--- config.mk ---
export PLATFORM = sky130hd
export DESIGN_NAME = quadtree_image_decoder
export DESIGN_NICKNAME = d
export VERILOG_FILES = /design/src/hdl/qtd_pkg.sv /design/src/hdl/qtd_walk.sv /design/src/hdl/quadtree_image_decoder.sv
export SDC_FILE = /design/constraint.sdc
export NUM_CORES = 1
export LEC_CHECK = 0
export BUFFER_PORTS_ARGS = -buffer_cell sky130_fd_sc_hd__buf_2
export CORE_ASPECT_RATIO = 2
export CORE_MARGIN = 10
export CORE_UTILIZATION = 30
export DETAILED_ROUTE_END_ITERATION = 12
export GPL_TIMING_DRIVEN = 0
export PLACE_DENSITY = 0.58
export SKIP_LAST_GASP = 1
export SYNTH_ARGS = -nofsm -noshare
export SYNTH_HDL_FRONTEND = slang
export SYNTH_SLANG_ARGS = --single-unit
--- constraint.sdc ---
create_clock -name clk -period 6.9 [get_ports clk]
set_clock_uncertainty 0.2 [all_clocks]
set_input_delay 0.345 -clock clk [delete_from_list [all_inputs] [get_ports clk]]
set_output_delay 0.345 -clock clk [all_outputs]
set_load 0.005 [all_outputs]
--- src/hdl/qtd_pkg.sv ---
// Shared types and constants for the quadtree image decoder.
// No dependencies; imported by qtd_walk and quadtree_image_decoder.
package qtd_pkg;

    localparam int STACK_DEPTH = 8;
    localparam int LEVEL_W     = 4;
    localparam int IDX_W       = 3;

    localparam logic [7:0] UNIFORM_FLAG = 8'd1;
    localparam logic [1:0] QUAD_LAST    = 2'd3;

    typedef logic [1:0] quad_t;

    typedef struct packed {
        logic                 valid;
        logic [7:0]           row;
        logic [7:0]           col;
        logic [LEVEL_W-1:0]   log_size;
        logic [7:0]           value;
        logic                 done;
    } fill_t;

    // log2 of the side, rounded down, capped at the stack depth
    function automatic int root_log(input int side);
        int l;
        l = 0;
        for (int k = 0; k < STACK_DEPTH; k++)
        begin
            if ((2 << k) <= side)
            begin
                l = k + 1;
            end
        end
        return l;
    endfunction

endpackage

--- src/hdl/qtd_walk.sv ---
// Tree walker: quadrant stack, level and flag/value phase, one byte per step.
// Depends on qtd_pkg.
module qtd_walk
    import qtd_pkg::*;
#(
    parameter int ROOT_LOG = 8
)
(
    input  logic       clk,
    input  logic       rst_n,
    input  logic       step,
    input  logic [7:0] stream_byte,
    output fill_t      fill
);

    quad_t              stack_reg  [STACK_DEPTH];
    quad_t              stack_next [STACK_DEPTH];
    logic [LEVEL_W-1:0] level_reg;
    logic [LEVEL_W-1:0] level_next;
    logic               awaiting_reg;
    logic               awaiting_next;

    logic               open_found;
    logic [IDX_W-1:0]   open_idx;
    logic [7:0]         row;
    logic [7:0]         col;

    // deepest level that still has a quadrant left to visit
    always_comb
    begin
        open_found = 1'b0;
        open_idx   = '0;
        for (int k = 0; k < STACK_DEPTH; k++)
        begin
            if ((LEVEL_W'(k) < level_reg) && (stack_reg[k] != QUAD_LAST))
            begin
                open_found = 1'b1;
                open_idx   = IDX_W'(k);
            end
        end
    end

    always_comb
    begin
        row = '0;
        col = '0;
        for (int d = 0; d < STACK_DEPTH; d++)
        begin
            if ((d < ROOT_LOG) && (LEVEL_W'(d) < level_reg))
            begin
                row[IDX_W'(ROOT_LOG - 1 - d)] = stack_reg[d][1];
                col[IDX_W'(ROOT_LOG - 1 - d)] = stack_reg[d][0];
            end
        end
    end

    always_comb
    begin
        stack_next    = stack_reg;
        level_next    = level_reg;
        awaiting_next = awaiting_reg;

        fill.valid    = step && awaiting_reg;
        fill.row      = row;
        fill.col      = col;
        fill.log_size = LEVEL_W'(ROOT_LOG) - level_reg;
        fill.value    = stream_byte;
        fill.done     = !open_found;

        if (step)
        begin
            priority if (awaiting_reg || ((stream_byte != UNIFORM_FLAG) &&
                                          (level_reg >= LEVEL_W'(ROOT_LOG))))
            begin
                // value byte, or split at size one: move to next block
                awaiting_next = 1'b0;
                if (open_found)
                begin
                    level_next = LEVEL_W'(open_idx) + 1'b1;
                    for (int k = 0; k < STACK_DEPTH; k++)
                    begin
                        if (IDX_W'(k) == open_idx)
                        begin
                            stack_next[k] = stack_reg[k] + 1'b1;
                        end
                    end
                end
                else
                begin
                    level_next = '0;
                end
            end
            else if (stream_byte == UNIFORM_FLAG)
            begin
                awaiting_next = 1'b1;
            end
            else
            begin
                // split: descend into top-left quadrant
                level_next = level_reg + 1'b1;
                for (int k = 0; k < STACK_DEPTH; k++)
                begin
                    if (IDX_W'(k) == level_reg[IDX_W-1:0])
                    begin
                        stack_next[k] = '0;
                    end
                end
            end
        end
    end

    always_ff @(posedge clk or negedge rst_n)
    begin
        if (!rst_n)
        begin
            for (int k = 0; k < STACK_DEPTH; k++)
            begin
                stack_reg[k] <= '0;
            end
            level_reg    <= '0;
            awaiting_reg <= 1'b0;
        end
        else
        begin
            stack_reg    <= stack_next;
            level_reg    <= level_next;
            awaiting_reg <= awaiting_next;
        end
    end

    a_level_bound: assert property (@(posedge clk) disable iff (!rst_n)
        level_reg <= LEVEL_W'(ROOT_LOG))
        else $error("tree level beyond root depth");

    a_value_clears: assert property (@(posedge clk) disable iff (!rst_n)
        step && awaiting_reg |=> !awaiting_reg)
        else $error("value phase not left after value byte");

    a_flag_holds_level: assert property (@(posedge clk) disable iff (!rst_n)
        step && !awaiting_reg && (stream_byte == UNIFORM_FLAG)
        |=> awaiting_reg && $stable(level_reg))
        else $error("uniform flag moved the walk");

    a_done_at_root: assert property (@(posedge clk) disable iff (!rst_n)
        fill.valid && fill.done |=> level_reg == '0)
        else $error("image done but walk not back at root");

endmodule

--- src/hdl/quadtree_image_decoder.sv ---
// Top level of the quadtree image decoder: input register, walker, result register.
// Depends on qtd_pkg and qtd_walk.
//
// Takes one stream byte per clock when unstalled and returns one fill (row, column, log2 side,
// value) for every value byte, through the input register and then the result register. A new
// byte is accepted in every cycle while the result register drains; the walk state (an 8-entry
// quadrant stack and level) is updated on each step, so throughput is one byte per clock unless
// the result register stalls. IMAGE_SIDE is rounded down to a power of two and capped at 256.
// image_done marks the fill that completes a tree; the next byte starts a new image. A tree
// whose last leaf is a size-one split completes without any fill.
module quadtree_image_decoder
    import qtd_pkg::*;
#(
    parameter int IMAGE_SIDE = 256
)
(
    input  logic                clk,
    input  logic                rst_n,
    input  logic                in_valid,
    output logic                in_ready,
    input  logic [7:0]          stream_byte,
    output logic                out_valid,
    input  logic                out_ready,
    output logic [7:0]          fill_row,
    output logic [7:0]          fill_col,
    output logic [LEVEL_W-1:0]  fill_log_size,
    output logic [7:0]          fill_value,
    output logic                image_done
);

    localparam int RootLog = root_log(IMAGE_SIDE);

    logic       byte_valid_reg;
    logic [7:0] byte_reg;
    logic       step;
    fill_t      fill;
    fill_t      out_reg;
    logic       out_valid_reg;

    assign step     = byte_valid_reg && (!out_valid_reg || out_ready);
    assign in_ready = !byte_valid_reg || step;

    always_ff @(posedge clk or negedge rst_n)
    begin
        if (!rst_n)
        begin
            byte_valid_reg <= 1'b0;
        end
        else if (in_ready)
        begin
            byte_valid_reg <= in_valid;
        end
    end

    always_ff @(posedge clk)
    begin
        if (in_ready && in_valid)
        begin
            byte_reg <= stream_byte;
        end
    end

    qtd_walk #(
        .ROOT_LOG (RootLog)
    ) u_walk (
        .clk         (clk),
        .rst_n       (rst_n),
        .step        (step),
        .stream_byte (byte_reg),
        .fill        (fill)
    );

    always_ff @(posedge clk or negedge rst_n)
    begin
        if (!rst_n)
        begin
            out_valid_reg <= 1'b0;
        end
        else if (step)
        begin
            out_valid_reg <= fill.valid;
        end
        else if (out_ready)
        begin
            out_valid_reg <= 1'b0;
        end
    end

    always_ff @(posedge clk)
    begin
        if (step && fill.valid)
        begin
            out_reg <= fill;
        end
    end

    assign out_valid     = out_valid_reg;
    assign fill_row      = out_reg.row;
    assign fill_col      = out_reg.col;
    assign fill_log_size = out_reg.log_size;
    assign fill_value    = out_reg.value;
    assign image_done    = out_reg.done;

endmodule

==> flow_summary.toml <==
[layout]
syn_to_final_growth_pct = 17.2
layout.nets = 320
largest_reg_flops = 16
fin_util_pct = 36.2
drive_above_1_share_pct = 25.7
antennaDiodeCount = 0

[critical_path]
worst_setup_path_start_kind = "flop"
crit_chain = "buf_2, inv_1, ha_1, inv_1, a21oi_1, o32a_1, a21oi_1, inv_1, ha_1, ha_1, mux2i_1, nor2_2, mux2_4"
cp.arrival_ns = 3.33
crit_fanout = 9
cpPeakStageDelay_ns = 0.38
worstSetupEndpointType = "flop"
reg2reg_from = "u_walk.level_reg[1]"
r2r_cells = 13
path_class = "reg -> reg"
critical-path-slowest-cell = "dfrtp_1"
cp.required_ns = 6.88
reg2reg_slack_ns = 3.55
reg2reg_to = "u_walk.stack_reg[8]"

[sta]
final-hold-violation-count = 0
worstMarginPinSlew_ns = 0.839
setup_viol = 0
fin_hold_ws_ns = 0.0235
maxClockFrequency_mhz = 298
drv_slew = 0
min_period_ns = 3.35
slew_headroom_pct = 44.0
rsz0062_at_grt = "false"
finalCritPeriodShare_pct = 48.6
fin_setup_tns_ns = 0

[hold_path]
hp-start = "stream_byte[7]"
worstHoldPathCells = 1
hp-class = "in -> reg"
min_to = "byte_reg[7]"

[synthesis]
ys_seq_area_share_pct = 51.6
avgSynthCellArea_um2 = 11.8
synth_edf_count = 29
ys_ff_latch = 52
async_reset_ff_share_pct = 44.2
yosys_warnings = 0
synthFlopType = "edfxtp_1"
synth_cell_types = 47
synthCells = 238
synth_area_um2 = 2800

[routing]
vias_per_cell = 4.82
initialDrtViolationCount = 61
totalWireLength_mm = 6.36
wl_per_cell_um = 16.3
ant_nets = 0
drc_errors = 0
vias = 1880
drtPass1Iterations = 4

[floorplan]
rows = 49
pin_count = 43
core_um2 = 9070
initial_core_util_pct = 30.9
fp.dieH_um = 157
die_area_um2 = 13800
die-width_um = 88.3

[clocking]
cts_tree = "done"
insertion_delay_ns = 0.30
cts_root_buffer = "clkbuf_16"
cts.repair.resized = 0
cts_sinks = 52
cts.clk_slew.worst_paths_ns = 0.07
clockBufferDepth = 2
htreeDepth = 2
cts_made_buffers = 5
postCtsSetupBuffers = 0
holdBufCountCts = 1

[power_and_ir_drop]
clkPwrFrac_pct = 19.3
p_int_w = 0.000796
ir_drop_mv = 0.121
combPwrFrac_pct = 43.5
p_per_area_nw_per_um2 = 392
pwr-share-seq_pct = 37.2
cellLeakagePower_nw = 1.40
power.switching_w = 0.000492
total_power_w = 0.00129
p_sw_share_pct = 38.2

[placement]
dp.final_hpwl_mm = 5.11
numPortBuffers = 34
place.gp.congestion = 0.911

[flow_run]
drv_cap = 0

[global_route]
antenna_found_initial = 0
grt_max_degree = 24
grt_usage_pct = 9.52
grt_pass1_vias = 1983
grt_remaining_overflow = 0
grt_pass1_wl_mm = 10.0

[run_status]
status = "finished clean"
Yosys cell counts (all sizes together), types with 2 or more instances:
cell type  instances  area (µm²)
o21ai             14        73.8
buf               15         110
nor2              23        96.3
ha                21         263
mux2               5        63.8
clkbuf             2        7.51
nand4              2        12.5
nand2b             3        18.8
o32a               2        20.0
nor2b              5        31.3
mux2i              5        50.1
and2               4        25.0
o21a               3        22.5
o2bb2a             2        40.0
nand3              8        40.0
a31o               2        17.5
nor3               3        15.0
nand3b             2        15.0
a2bb2oi            4        35.0
a21o               3        22.5
or3                3        18.8
edfxtp            29         871
inv               12        45.0
o31ai              5        51.3
nand2             18        72.6
a21oi              9        56.3
dfrtp             23         576
power by group through the flow:
| stage | logic (W) | clock network [W] | registers, W |
|---|---|---|---|
| CTS | 0.000569 | 0.000255 | 0.000479 |
| detailed placement | 0.000566 | 0 | 0.000486 |
| global route | 0.000628 | 0.000264 | 0.000490 |
| global placement | 0.000558 | 0 | 0.000482 |
| finish | 0.000560 | 0.000248 | 0.000479 |
| floorplan | 0.000417 | 0 | 0.000476 |
worst max path at each step:
stage / startpoint / to / slack, ns / depth (start not counted)
after floorplan: u_walk.level_reg[1] / u_walk.stack_reg[8] / 4.05 / 13
after global placement: u_walk.level_reg[1] / u_walk.stack_reg[0] / 3.58 / 13
after detailed placement: u_walk.level_reg[1] / u_walk.stack_reg[8] / 3.56 / 13
after CTS: u_walk.level_reg[1] / u_walk.stack_reg[8] / 3.55 / 13
after global routing: u_walk.level_reg[1] / u_walk.stack_reg[8] / 3.39 / 13
final: u_walk.level_reg[1] / u_walk.stack_reg[8] / 3.55 / 13
critical path, delay by kind of cell (launching register included):
| family | cells | cell delay, ns |
|---|---|---|
| AO/OA/AOI/OAI | 3 | 0.77 |
| adder cells (fa/ha/maj) | 3 | 0.70 |
| buffers and inverters | 4 | 0.56 |
| multiplexers | 2 | 0.54 |
| flip-flops | 1 | 0.38 |
| AND/OR/NAND/NOR | 1 | 0.08 |
cells in the final DEF (no fill, tap or decap), drive strengths merged, types with 2 or more instances in the layout:
| master | instances |
|---|---|
| a21o | 3 |
| a21oi | 9 |
| a2bb2oi | 4 |
| a31o | 2 |
| and2 | 4 |
| buf | 49 |
| clkbuf | 7 |
| clkinvlp | 2 |
| conb | 8 |
| dfrtp | 23 |
| edfxtp | 29 |
| ha | 21 |
| inv | 12 |
| mux2 | 5 |
| mux2i | 5 |
| nand2 | 18 |
| nand2b | 3 |
| nand3 | 8 |
| nand3b | 2 |
| nand4 | 2 |
| nor2 | 23 |
| nor2b | 5 |
| nor3 | 3 |
| o21a | 3 |
| o21ai | 14 |
| o2bb2a | 2 |
| o31ai | 5 |
| o32a | 2 |
| or3 | 3 |
final cells by class:
class                           instances  area [µm²]
Fill cell                             913        5790
Sequential cell                        52        1450
Multi-Input combinational cell        164        1220
Timing Repair Buffer                   35         180
Tap cell                              102         128
Clock buffer                            5         125
Buffer                                 17         118
Inverter                               12        45.0
Clock inverter                          3        23.8
layer usage:
layer  global-route usage (%)  vias to the layer above  share of wire [%]
met5                        0                        -                  0
met4                     4.88                        0                2.3
met3                     1.66                        7                3.7
met2                     19.1                       36                 59
met1                     8.38                      910                 36
li1                         -                      927                  -
kinds of logic after synthesis:
group           Yosys count  share of synthesized area [%]
simple gates             74                           13.5
flops                    52                           51.6
compound gates           49                           14.9
buf+inv                  29                           5.80
fa+ha+maj                21                           9.37
mux                      10                           4.06
xor+xnor                  2                          0.625
other cells               1                          0.134
stage by stage:
stage | worst slack [ns] | instances | cell area (µm²)
finish | 3.55 | 390 | 3290
global route | 3.39 | 390 | 3290
CTS | 3.55 | 390 | 3290
detailed placement | 3.56 | 381 | 3130
global placement | 3.58 | 381 | 3130
floorplan | 4.05 | 245 | 2830
Power figures use the tool's default switching activity.
